`src/hdl/tlr_pkg.sv`:
```
// shared widths, codes and command/status types of the triangle lightmap rasterizer
// no dependencies
package tlr_pkg;

    localparam int CW   = 21;   // vertex coordinate, 8 fraction bits
    localparam int DFW  = 22;   // vertex difference
    localparam int EDW  = 23;   // oriented edge constant, pixel offset
    localparam int XW   = 15;   // bounding box bound, signed
    localparam int PW   = 13;   // pixel column and row
    localparam int RGW  = 13;   // config register width
    localparam int EW   = 49;   // edge function value
    localparam int DW   = 46;   // denominator and remainder
    localparam int NW   = 68;   // division numerator and quotient
    localparam int IDW  = 32;
    localparam int AW   = 28;
    localparam int BW   = 18;
    localparam int LW   = 4;
    localparam int TW   = 9;
    localparam int WHW  = 26;   // width times height
    localparam int CFG_IW = 2;

    localparam int MAX_ATLAS_SIZE_DEF = 4096;
    localparam int TILE_SIZE_DEF      = 8;
    localparam int MAX_LAYERS_DEF     = 16;

    localparam logic [CFG_IW-1:0] REG_ATLAS_WIDTH  = 2'd0;
    localparam logic [CFG_IW-1:0] REG_ATLAS_HEIGHT = 2'd1;
    localparam logic [RGW-1:0]    ATLAS_RESET      = 13'd1024;

    localparam int BARY_MAX = 131071;
    localparam int BARY_MIN = -131072;
    localparam int FRAC_SH  = 17;   // two times Q2.16 scale
    localparam int STEP_SH  = 25;   // one pixel step times the scale

    typedef enum logic [3:0] {
        ST_IDLE,
        ST_SETUP_A,
        ST_SETUP_B,
        ST_SETUP_C,
        ST_SETUP_D,
        ST_SETUP_E,
        ST_SETUP_F,
        ST_SETUP_G,
        ST_DIV_GO,
        ST_DIV_WAIT,
        ST_PIX_A,
        ST_PIX_B,
        ST_FLUSH
    } state_t;

    typedef enum logic [2:0] {
        JOB_UC,
        JOB_VC,
        JOB_UA,
        JOB_UB,
        JOB_VA,
        JOB_VB
    } job_t;

    localparam job_t JOB_LAST = JOB_VB;

    typedef struct packed {
        logic load;
        logic setup_a;
        logic setup_b;
        logic setup_c;
        logic setup_d;
        logic setup_e;
        logic setup_f;
        logic setup_g;
        logic div_go;
        logic div_wait;
        job_t job;
        logic pix_eval;
        logic pix_step;
        logic flush;
    } cmd_t;

    typedef struct packed {
        logic empty;
        logic div_done;
        logic pix_ok;
        logic pix_end;
        logic flush_ok;
    } status_t;

endpackage

```
`src/hdl/tlr_ctrl.sv`:
```
// controller state machine: setup sequence, division jobs, pixel walk and flush
// depends on tlr_pkg
module tlr_ctrl (
    input  logic             aclk,
    input  logic             aresetn,
    input  logic             s_valid,
    output logic             s_ready,
    input  tlr_pkg::status_t status,
    output tlr_pkg::cmd_t    cmd
);
    import tlr_pkg::*;

    state_t state_reg, state_next;
    job_t   job_reg, job_next;

    always_ff @(posedge aclk) begin
        if (!aresetn) begin
            state_reg <= ST_IDLE;
            job_reg   <= JOB_UC;
        end else begin
            state_reg <= state_next;
            job_reg   <= job_next;
        end
    end

    always_comb begin
        state_next = state_reg;
        job_next   = job_reg;
        case (state_reg)
            ST_IDLE:    if (s_valid) state_next = ST_SETUP_A;
            ST_SETUP_A: state_next = ST_SETUP_B;
            ST_SETUP_B: state_next = ST_SETUP_C;
            ST_SETUP_C: state_next = ST_SETUP_D;
            ST_SETUP_D: state_next = status.empty ? ST_IDLE : ST_SETUP_E;
            ST_SETUP_E: state_next = ST_SETUP_F;
            ST_SETUP_F: state_next = ST_SETUP_G;
            ST_SETUP_G: begin
                state_next = ST_DIV_GO;
                job_next   = JOB_UC;
            end
            ST_DIV_GO:  state_next = ST_DIV_WAIT;
            ST_DIV_WAIT: begin
                if (status.div_done) begin
                    if (job_reg == JOB_LAST) begin
                        state_next = ST_PIX_A;
                    end else begin
                        state_next = ST_DIV_GO;
                        job_next   = job_t'(job_reg + 3'd1);
                    end
                end
            end
            ST_PIX_A:   state_next = ST_PIX_B;
            ST_PIX_B: begin
                if (status.pix_ok) state_next = status.pix_end ? ST_FLUSH : ST_PIX_A;
            end
            ST_FLUSH:   if (status.flush_ok) state_next = ST_IDLE;
            default:    state_next = ST_IDLE;
        endcase
    end

    always_comb begin
        cmd     = '0;
        cmd.job = job_reg;
        case (state_reg)
            ST_IDLE:     cmd.load     = s_valid;
            ST_SETUP_A:  cmd.setup_a  = 1'b1;
            ST_SETUP_B:  cmd.setup_b  = 1'b1;
            ST_SETUP_C:  cmd.setup_c  = 1'b1;
            ST_SETUP_D:  cmd.setup_d  = 1'b1;
            ST_SETUP_E:  cmd.setup_e  = 1'b1;
            ST_SETUP_F:  cmd.setup_f  = 1'b1;
            ST_SETUP_G:  cmd.setup_g  = 1'b1;
            ST_DIV_GO:   cmd.div_go   = 1'b1;
            ST_DIV_WAIT: cmd.div_wait = 1'b1;
            ST_PIX_A:    cmd.pix_eval = 1'b1;
            ST_PIX_B:    cmd.pix_step = status.pix_ok;
            ST_FLUSH:    cmd.flush    = status.flush_ok;
            default:     cmd.load     = 1'b0;
        endcase
    end

    assign s_ready = (state_reg == ST_IDLE);

endmodule

```
`config.mk`:
```
export PLATFORM = sky130hd
export DESIGN_NAME = tlr_ctrl
export DESIGN_NICKNAME = d
export VERILOG_FILES = /design/src/hdl/tlr_pkg.sv /design/src/hdl/tlr_ctrl.sv
export SDC_FILE = /design/constraint.sdc
export NUM_CORES = 1
export LEC_CHECK = 0
export ABC_CLOCK_PERIOD_IN_PS = 1850
export BUFFER_PORTS_ARGS = -buffer_cell sky130_fd_sc_hd__buf_2
export CAP_MARGIN = 0
export CORE_MARGIN = 3
export CORE_UTILIZATION = 46
export DETAILED_ROUTE_END_ITERATION = 6
export GPL_TIMING_DRIVEN = 0
export PLACE_DENSITY = 0.79
export SETUP_SLACK_MARGIN = 0.4
export SYNTH_ARGS = -nofsm -noshare
export SYNTH_HDL_FRONTEND = slang
export SYNTH_SLANG_ARGS = --single-unit
```
`constraint.sdc`:
```
create_clock -name aclk -period 1.85 [get_ports aclk]
set_clock_uncertainty 0.1 [all_clocks]
set_input_delay 0.37 -clock aclk [delete_from_list [all_inputs] [get_ports aclk]]
set_output_delay 0.37 -clock aclk [all_outputs]
set_load 0.02 [all_outputs]
```
==> out/qor.yml, run 1 <==
synthMuxAreaShare: 0.0163
synth_top_area_share: 0.229
syn_nets: 92
synth_compound_area_frac: 0.145
dpl.cell_count: 120
yosysUniqueCellTypes: 31
synthCells: 82
cts.sinks: 7
rows: 12
ctsRootBufferMaster: "clkbuf_4"
async_flop_share: 0
synth_seq_area_share: 0.229
synth-simple-area-share: 0.447
die_x_um: 42.5
synth.area.top_cells: "dfxtp_1, nor3_1, nand2b_1, nor2_1, a21oi_1"
crit_endpoint: "cmd[15]"
synth_top_family_by_area: "simple AND/OR/NAND/NOR gates"
outcome: "did not finish"
h-tree-depth: 1
synth_fa_ha_area_frac: 0.0408
numCtsBuffers: 3
synth_edf_count: 0
io_pins: 25
fp.dieH_um: 42.5
io_buffers: 24
error: "[ERROR DPL-0038] Utilization greater than 100%, impossible to legalize"
synthXorXnorAreaFrac: 0.0143
start_util: 0.524
ys.warnings.count: 0
routabilityCongestion: 0.862
post-synth-top-area-cell: "dfxtp_1"
haltStage: "5_1_grt"
dpl.hpwl_mm: 1.19
worstEndpointType: "output port"
syn_avg_cell_area_um2: 7.48
syn-cell-area_um2: 613
synth_seq_cells: 7
cts_buffer_depth: 2
grt_max_degree: 11
synthFlopType: "dfxtp_1"
==> what timing repair did <==
action                                 4_1_cts
hold buffers                                 0
endpoints found under the hold margin        0
setup buffers                               17
setup endpoints to repair                   18
pin swaps                                   16
gates resized for setup                     43
==> through the flow <==
step	setup WS (ps)	area [um2]
floorplan	282	676
global placement	175	813
detailed placement	178	813
CTS	125	1110
==> synthesized netlist by cell type (2+ instances only) <==
cell type  count
dfxtp_1        7
nor3_1        14
and3_1         2
nor2_1         7
nand2_1        6
o21a_1         3
ha_1           2
nor4_1         3
a21oi_1        5
inv_1          6
nand2b_1       6
buf_6          2
==> logic make-up after synthesis <==
family                     count (synthesis)
xor gates and xnor gates                   1
and+or+nand+nor                           48
DFF                                        7
adders and majority gates                  2
muxes                                      1
buffers and inverters                     10
AOI/OAI and AO/OA                         13
==> run 2, diff against run 1 <==
--- a/config.mk
+++ b/config.mk
@@ -8,12 +8,11 @@
 export ABC_CLOCK_PERIOD_IN_PS = 1850
 export BUFFER_PORTS_ARGS = -buffer_cell sky130_fd_sc_hd__buf_2
 export CAP_MARGIN = 0
-export CORE_MARGIN = 3
-export CORE_UTILIZATION = 46
+export CORE_AREA = 3 3 64 66
 export DETAILED_ROUTE_END_ITERATION = 6
+export DIE_AREA = 0 0 67 69
 export GPL_TIMING_DRIVEN = 0
-export PLACE_DENSITY = 0.79
-export SETUP_SLACK_MARGIN = 0.4
+export PLACE_DENSITY_LB_ADDON = 0.15
 export SYNTH_ARGS = -nofsm -noshare
 export SYNTH_HDL_FRONTEND = slang
 export SYNTH_SLANG_ARGS = --single-unit
==> run 2 against run 1 <==
  * Synthesized cell count unchanged
  * Synthesized area unchanged
  * The flow now finishes without violations
==> out/qor.yml, run 2 <==
timing.final.max_slew_violations: 0
busiest_layer: "met2"
grt.met1_usage: 0.103
grt.met2_usage: 0.142
mostFrequentLayoutCells: "buf_2, nor3_1, nor2_1, nand2_1"
io_pins: 25  # unchanged
drcViolationCount: 0
grt_usage: 0.0857
crit_chain: "buf_6 -> nand2_1 -> or2_1 -> inv_2 -> buf_4"
wl_mm: 1.88
syn-cell-area_um2: 613  # unchanged
cp_slowest_stage_delay_ps: 360
grt_pass1_vias: 669
rows: 22  # +10
routabilityCongestion: 0.772  # -10%
worstSetupEndpointType: "primary output"
vias: 684
finalNetCount: 121
use_met3: 0.0212
synth_top_area_share: 0.229  # unchanged
max-cap-violations: 0
synth.area.top_cells: "dfxtp_1, nor3_1, nand2b_1, nor2_1, a21oi_1"
synth_edf_count: 0  # unchanged
clockPowerShare: 0.285
grt_setup_unrepaired: "true"
period_minus_slack_ps: 1770
overflow: 0
largest_register_ffs: 4
h-tree-depth: 1  # unchanged
crit_type: "reg -> out"
grt_max_degree: 11
viasPerCell: 4.33
synthFlopType: "dfxtp_1"
post-synth-top-area-cell: "dfxtp_1"
fin_crit_sh: 0.958
start_kind: "flop"
seq_power_share: 0.273
critical_path_required_ps: 1380
ys.warnings.count: 0  # unchanged
worst_hold_slack_ps: 340
drive_above_1_share: 0.373
cellLeakagePower_nw: 0.397
syn_avg_cell_area_um2: 7.48  # unchanged
clk_pin_slew_ps: 40
hold_path.class: "in -> reg"
cts.sinks: 7  # unchanged
synth_most_common_cell: "nor3_1"
fp.dieH_um: 69  # +62%
clk_latency_ps: 220
swShare: 0.380
final_common_cell: "buf_2"
outcome: "finished clean"
ctsRootBufferMaster: "clkbuf_8"
dr.pass1.iters: 4
dp_slack_ps: 186  # +7.60 ps
slew_headroom: 0.770
intPower_mw: 0.462
ant_nets: 0
fmax_mhz: 564
design.core.area_um2: 3630
hold_viol: 0
fillCellCount: 430
synth_seq_cells: 7  # unchanged
start_util: 0.169  # -0.355
powerDensity_nw_per_um2: 871
io_buffers: 24  # unchanged
synthCells: 82  # unchanged
yosysUniqueCellTypes: 31  # unchanged
cp_max_fo: 10
async_flop_share: 0  # unchanged
grt_pass1_wl_mm: 3.12
n_antenna_cell: 0
worst_slack_ps: 77.8
dpl.hpwl_mm: 1.52  # +28%
share_comb_of_total_power: 0.441
numCtsBuffers: 3  # unchanged
synthTopCellsByCount: "nor3_1, dfxtp_1, nor2_1"
cts_buffer_depth: 2  # unchanged
vdd_ir_drop_max_mv: 0.297
holdPathStages: 2
worst_r2r_path_depth: 4
ctsHoldBuffers: 0  # unchanged
worst_pin_slew_ps: 342
setup_viol_count_final: 0
fp.dieArea_um2: 4620
p_sw_mw: 0.283
cp.arrival_ps: 1300
routedWlPerCell_um: 11.9
cp_slowest_cell: "dfxtp_2"
antenna_found_initial: 0
synthToLayoutAreaGrowth_pct: 39.4
drt_iter0_markers: 34
cts_tree: "yes"
syn_nets: 92  # unchanged
synth_seq_area_share: 0.229  # unchanged
die_x_um: 67  # +58%
## run 2: cell counts after synthesis
Identical to the previous run, type by type.
## run 2: cell type report
| type | instances | area, um2 | share of cell area |
|---|---|---|---|
| Multi-Input combinational cell | 65 | 414 | 0.485 |
| Sequential cell | 7 | 146 | 0.171 |
| Timing Repair Buffer | 24 | 123 | 0.143 |
| Tap cell | 48 | 60.1 | 0.0703 |
| Clock buffer | 4 | 45.0 | 0.0527 |
| Buffer | 4 | 43.8 | 0.0512 |
| Inverter | 6 | 22.5 | 0.0264 |
## run 2: repair_timing
item	CTS	global route
endpoints found under the setup margin	2	4
setup buffers	0	0
gates cloned	0	0
resized for setup	4	4
## run 2: metrics by stage
step | util | power, mW | area (um2) | cells | setup TNS [ps]
floorplan | - | 0.433 | 613 | 82 | 0
global placement | 0.218 | 0.529 | 793 | 154 | 0
detailed placement | 0.218 | 0.524 | 793 | 154 | 0
CTS | 0.233 | 0.757 | 848 | 158 | 0
global route | 0.235 | 0.803 | 855 | 158 | -17.4
finish | 0.235 | 0.745 | 855 | 158 | 0
## run 2: worst paths after layout
check,startpoint,end,slack (ps)
max,state_reg[0],cmd[8],80
min,aresetn,state_reg[0],340
min reg2reg,job_reg[0],job_reg[0],490
max reg2reg,state_reg[2],job_reg[0],410
## run 2: routing by layer
layer,wire length [um],part of all wire
met5,0,0
met4,28,0.015
met3,74,0.039
met2,935,0.50
met1,841,0.45
## run 2: cell families (layout without fill, tap and decap cells)
logic type | after synthesis | count (layout) | share of synthesized area
AOI/OAI and AO/OA | 13 | 13 | 0.145
xor gates and xnor gates | 1 | 1 | 0.0143
adders and majority gates | 2 | 2 | 0.0408
buffers and inverters | 10 | 38 | 0.108
DFF | 7 | 7 | 0.229
muxes | 1 | 1 | 0.0163
and+or+nand+nor | 48 | 48 | 0.447
## run 2: power groups by stage
| stage | Sequential (mW) | Combinational (mW) | Clock, mW |
|---|---|---|---|
| after global routing | 0.208 | 0.363 | 0.233 |
| after global placement | 0.201 | 0.328 | 0 |
| after floorplan | 0.193 | 0.240 | 0 |
| final | 0.204 | 0.328 | 0.213 |
| after detailed placement | 0.199 | 0.325 | 0 |
| after CTS | 0.201 | 0.331 | 0.224 |
## run 2: critical path: cells and delay by family (launching register included)
kind          cells  cell delay [ps]
buf+inv           3              380
flops             1              360
simple gates      2              340
Power figures use the tool's default switching activity.
==> run 3, diff against run 2 <==
--- a/config.mk
+++ b/config.mk
@@ -8,6 +8,8 @@
 export ABC_CLOCK_PERIOD_IN_PS = 1850
 export BUFFER_PORTS_ARGS = -buffer_cell sky130_fd_sc_hd__buf_2
 export CAP_MARGIN = 0
+export CELL_PAD_IN_SITES_DETAIL_PLACEMENT = 1
+export CELL_PAD_IN_SITES_GLOBAL_PLACEMENT = 1
 export CORE_AREA = 3 3 64 66
 export DETAILED_ROUTE_END_ITERATION = 6
 export DIE_AREA = 0 0 67 69
==> run 3 against run 2 <==
  * Die area did not move
  * Clock power about the same
  * First-iteration DRC count shrank 2.9%
  * Sequential share of layout area decreased by 0.25 points
  * Design area increased by 1.5%
  * Sequential cell count did not move
  * Non-clock buffer count is the same
  * Global-route usage increased by 0.77 points
  * Sequential power hardly changed
  * Register-to-register slack hardly changed
  * Hold slack got worse by 7.0 ps
  * Critical path type unchanged
  * Highest routed layer unchanged
  * Critical path depth unchanged
==> out/qor.yml, run 3 (same netlist as run 2, synthesis figures left out) <==
outcome: "finished clean"
drcViolationCount: 0  # unchanged
clk_latency_ps: 220  # about the same
worst_r2r_path_depth: 4  # unchanged
fillCellCount: 461  # +7.2%
antenna_found_initial: 0  # unchanged
drt_iter0_markers: 33  # -2.9%
cts_tree: "yes"
cts.sinks: 7  # unchanged
grt_pass1_wl_mm: 3.37  # +8.2%
cp_max_fo: 10  # unchanged
io_buffers: 24  # unchanged
fp.dieArea_um2: 4620  # unchanged
viasPerCell: 4.24  # -2.0%
wl_mm: 2.04  # +8.7%
routabilityCongestion: 0.723  # -6.4%
period_minus_slack_ps: 1760  # -9.76 ps
start_kind: "flop"
setup_viol_count_final: 0  # unchanged
cts_buffer_depth: 2  # unchanged
fp.dieH_um: 69  # unchanged
design.core.area_um2: 3630  # unchanged
vdd_ir_drop_max_mv: 0.280  # -5.5%
holdPathStages: 2  # unchanged
die_x_um: 67  # unchanged
ctsHoldBuffers: 0  # unchanged
numCtsBuffers: 3  # unchanged
cp_top_family: "flip-flops"
timing.final.max_slew_violations: 0  # unchanged
timing.setup.tns_ps: 0  # unchanged
overflow: 0  # unchanged
final_common_cell: "buf_2"
cellLeakagePower_nw: 0.402  # +1.2%
cp_slowest_cell: "dfxtp_4"
dr.pass1.iters: 3  # -1
grt_max_degree: 11  # unchanged
post-cts-setup-buffers: 0  # unchanged
synthToLayoutAreaGrowth_pct: 41.4
rows: 22  # unchanged
hold_path.class: "in -> reg"
ant_nets: 0  # unchanged
routedWlPerCell_um: 12.9  # +8.7%
dpl.hpwl_mm: 1.63  # +7.1%
cp.depth: 5  # unchanged
grt_setup_unrepaired: "false"
finalNetCount: 121  # unchanged
io_pins: 25  # unchanged
slew_headroom: 0.778  # +0.00775
n_antenna_cell: 0  # unchanged
critical_path_required_ps: 1380  # about the same
mostFrequentLayoutCells: "buf_2, nor3_1, nor2_1, nand2_1"
cp_slowest_stage_delay_ps: 370  # about the same
crit_chain: "buf_6 -> nand2_1 -> or2_4 -> inv_2 -> buf_4"
grt_pass1_vias: 666  # -0.45%
largest_register_ffs: 4  # unchanged
fmax_mhz: 567  # +0.55%
start_util: 0.169  # unchanged
vias: 670  # -2.0%
fin_crit_sh: 0.953  # -0.00527
clk_pin_slew_ps: 40  # about the same
powerDensity_nw_per_um2: 869  # -0.33%
hold_viol: 0  # unchanged
path_buf_inv: 3  # unchanged
power_mw: 0.753  # +1.1%
drive_above_1_share: 0.400  # +0.0273
h-tree-depth: 1  # unchanged
worst_pin_slew_ps: 330  # -11.5 ps
grt_usage: 0.0934  # +0.00773
max-cap-violations: 0  # unchanged
crit_type: "reg -> out"
ctsRootBufferMaster: "clkbuf_8"
worstSetupEndpointType: "primary output"
cp.arrival_ps: 1290  # about the same
## run 3: cell count changes in the layout (fill, tap and decap cells not counted)
cell | before | now
nor3_1 | 14 | 12
nor3_2 | 0 | 2
or2_1 | 1 | 0
or2_4 | 0 | 1
## run 3: where the power goes
part | switching [mW] | total (mW) | internal [mW]
clock network | 0.0613 | 0.210 | 0.149
logic | 0.196 | 0.337 | 0.142
registers | 0.0325 | 0.206 | 0.173
## run 3: per-layer routing
metal,vias up,global-route usage,share of wire
li1,349,-,-
met2,16,0.141,0.46
met1,303,0.128,0.48
met5,-,0,0
met3,2,0.0163,0.048
met4,0,0.0405,0.0098
## run 3: what timing repair did
action,4_1_cts,5_1_grt
setup endpoints to repair,1,6
endpoints found under the hold margin,0,0
resized for setup,4,6
## run 3: final cells by class
| cell class | count | area (um2) | area share |
|---|---|---|---|
| clock buffer | 4 | 45.0 | 0.0519 |
| sequential | 7 | 146 | 0.169 |
| timing repair buffer | 24 | 123 | 0.141 |
| buffer | 4 | 43.8 | 0.0505 |
| tap | 48 | 60.1 | 0.0693 |
| multi-input combinational | 65 | 427 | 0.492 |
| inverter | 6 | 22.5 | 0.0260 |
## run 3: final timing paths
kind,start,to,slack [ps]
worst max-delay path,state_reg[0],cmd[8],90
worst min-delay path,aresetn,state_reg[0],330
worst max register to register,state_reg[2],job_reg[0],410
worst min register to register,job_reg[2],job_reg[2],480
## run 3: through the flow
step,hold WS (ps),util,cells,cell area (um2),worst slack (ps)
finish,333,0.239,158,867,87.6
global route,335,0.239,158,867,3.12
CTS,335,0.234,158,850,10.9
detailed placement,481,0.218,154,793,136
global placement,470,0.218,154,793,159
floorplan,387,-,82,613,86.2
==> run 4, diff against run 3 <==
--- a/config.mk
+++ b/config.mk
@@ -5,6 +5,7 @@
 export SDC_FILE = /design/constraint.sdc
 export NUM_CORES = 1
 export LEC_CHECK = 0
+export ABC_AREA = 1
 export ABC_CLOCK_PERIOD_IN_PS = 1850
 export BUFFER_PORTS_ARGS = -buffer_cell sky130_fd_sc_hd__buf_2
 export CAP_MARGIN = 0
==> run 4 against run 3 <==
  * Sequential power is 4% higher
  * Critical path depth stayed put
  * First-iteration DRC count is 70% lower
  * Register-to-register slack better by 30 ps
  * Combinational power is 2% lower
  * Utilization is 0.069 points higher
  * Non-clock buffer count is 4 lower
  * Synthesized cell count is 30% higher
  * Global-route usage is 1.0 points lower
  * Largest power group unchanged
==> out/qor.yml, run 4 <==
cts_buffer_depth: 2  # unchanged
clk_pin_slew_ps: 40  # about the same
fp.dieArea_um2: 4620  # unchanged
place_area_um2: 801  # +0.95%
syn_nets: 117  # +27%
fillCellCount: 496  # +7.6%
worstSetupEndpointType: "primary output"
synth_top_area_share: 0.226  # -0.00276
die_x_um: 67  # unchanged
synth.area.top_cells: "dfxtp_1, nand2_1, inv_1, nor2_1, nand3_1"
ys.warnings.count: 0  # unchanged
synth_seq_area_share: 0.226  # -0.00276
largest_register_ffs: 4  # unchanged
hold_viol: 0  # unchanged
routabilityCongestion: 0.758  # +4.9%
dpl.hpwl_mm: 1.59  # -2.5%
cp_max_fo: 5  # -5
io_pins: 25  # unchanged
start_kind: "flop"
timing.final.max_slew_violations: 0  # unchanged
drcViolationCount: 0  # unchanged
grt_pass1_vias: 663  # -0.45%
synthFlopType: "dfxtp_1"
synthToLayoutAreaGrowth_pct: 40.1
fp.dieH_um: 69  # unchanged
slew_headroom: 0.847  # +0.0695
seq_power_share: 0.283  # +0.010
n_antenna_cell: 0  # unchanged
cp_top_family: "flip-flops"
power_mw: 0.756  # +0.40%
synthTopCellsByCount: "nand2_1, inv_1, nor2_1"
cp.arrival_ps: 1250  # -40 ps
cp_slowest_stage_delay_ps: 420  # +50 ps
finalNetCount: 146  # +21%
synth_most_common_cell: "nand2_1"
grt_pass1_wl_mm: 3.02  # -10%
post-synth-top-area-cell: "dfxtp_1"
io_buffers: 24  # unchanged
path_buf_inv: 3  # unchanged
intPower_mw: 0.431  # -7.0%
grt_usage: 0.0834  # -0.00998
yosysUniqueCellTypes: 18  # -42%
design.core.area_um2: 3630  # unchanged
hold_path.class: "in -> reg"
mostFrequentLayoutCells: "nand2_1, inv_1, buf_2, nor2_1, nand3_1"
grt_max_degree: 8  # -3
period_minus_slack_ps: 1720  # -46.8 ps
p_sw_mw: 0.325  # +12%
cellLeakagePower_nw: 0.514  # +28%
powerDensity_nw_per_um2: 869  # +0.11%
cts.sinks: 7  # unchanged
cts_tree: "yes"
clk_latency_ps: 220  # about the same
h-tree-depth: 1  # unchanged
setup_viol_count_final: 0  # unchanged
drive_above_1_share: 0.341  # -0.0593
fmax_mhz: 583  # +2.7%
routedWlPerCell_um: 10.2  # -21%
cp_slowest_cell: "dfxtp_1"
crit_chain: "nand2_1 -> inv_1 -> nand2_1 -> inv_1 -> buf_2"
ctsRootBufferMaster: "clkbuf_8"
seq_area_um2: 144  # -1.7%
max-cap-violations: 0  # unchanged
ant_nets: 0  # unchanged
swShare: 0.429  # +0.0451
antenna_found_initial: 0  # unchanged
drt_iter0_markers: 10  # -70%
ctsHoldBuffers: 0  # unchanged
synthCells: 107  # +30%
synth_edf_count: 0  # unchanged
overflow: 0  # unchanged
final_common_cell: "nand2_1"
start_util: 0.171  # +0.00207
critical_path_required_ps: 1380  # about the same
worst_pin_slew_ps: 229  # -101 ps
vias: 693  # +3.4%
numCtsBuffers: 3  # unchanged
clockPowerShare: 0.281  # +0.002
rows: 22  # unchanged
fin_crit_sh: 0.927  # -0.0253
vdd_ir_drop_max_mv: 0.350  # +25%
crit_type: "reg -> out"
wl_mm: 1.86  # -9.0%
dr.pass1.iters: 2  # -1
outcome: "finished clean"
timing.setup.tns_ps: 0  # unchanged
synth_seq_cells: 7  # unchanged
multi_input_area_um2: 403  # -5.6%
final_area_um2: 870  # +0.29%
grt_setup_unrepaired: "false"
viasPerCell: 3.79  # -11%
async_flop_share: 0  # unchanged
share_comb_of_total_power: 0.435  # -0.013
syn_avg_cell_area_um2: 5.80  # -22%
syn-cell-area_um2: 621  # +1.2%
[run 4: final timing paths]
| path | start | slack (ps) | cells past startpoint | to |
|---|---|---|---|---|
| setup / recovery | state_reg[1] | 130 | 5 | cmd[8] |
| hold / removal | aresetn | 290 | 3 | state_reg[3] |
| setup reg to reg | state_reg[3] | 440 | 7 | job_reg[0] |
| hold reg to reg | job_reg[2] | 430 | 2 | job_reg[2] |
[run 4: metal layers]
metal  GRT usage  share of wire
met3      0.0163          0.039
met5           0              0
met4      0.0405         0.0054
met2       0.122           0.45
met1       0.114           0.50
[run 4: what timing repair did]
action                                  CTS  global route
buffers inserted                          0             0
endpoints found under the hold margin     0             0
gates cloned                              0             0
resized for setup                         2             6
endpoints found under the setup margin    1             5
[run 4: worst register-to-register path, cell delays in order, from the launching register on]
cell and delay (ps):
dfxtp_2 450, inv_2 70, nor2_4 140, nand2_2 80
o21ai_2 180, nand2_2 100, a21oi_1 130, nor2_1 50
[run 4: cell families after synthesis]
family                   synth area share
AND/OR/NAND/NOR                     0.488
buffers and inverters               0.157
AO/OA/AOI/OAI                      0.0746
flip-flops                          0.226
adder cells (fa/ha/maj)            0.0403
XOR/XNOR                           0.0141
[run 4: power by group through the flow]
| stage | clock network [mW] | registers [mW] | logic (mW) |
|---|---|---|---|
| after floorplan | 0 | 0.204 | 0.233 |
| after global placement | 0 | 0.208 | 0.329 |
| after detailed placement | 0 | 0.208 | 0.329 |
| after CTS | 0.223 | 0.207 | 0.331 |
| after global routing | 0.233 | 0.220 | 0.372 |
| final | 0.213 | 0.214 | 0.329 |
[run 4: stage by stage]
stage | instances | utilization | hold WS, ps | setup WS [ps]
final | 183 | 0.239 | 291 | 134
after CTS | 183 | 0.234 | 298 | 1.32
after detailed placement | 179 | 0.220 | 425 | 195
after floorplan | 107 | - | 394 | 234
after global placement | 179 | 0.220 | 414 | 191
after global routing | 183 | 0.239 | 306 | 4.61
[run 4: area by class of cell]
type / count / share of cell area
Multi-Input combinational cell: 74 / 0.463
Sequential cell: 7 / 0.165
Timing Repair Buffer: 24 / 0.138
Inverter: 26 / 0.112
Tap cell: 48 / 0.0691
Clock buffer: 4 / 0.0518
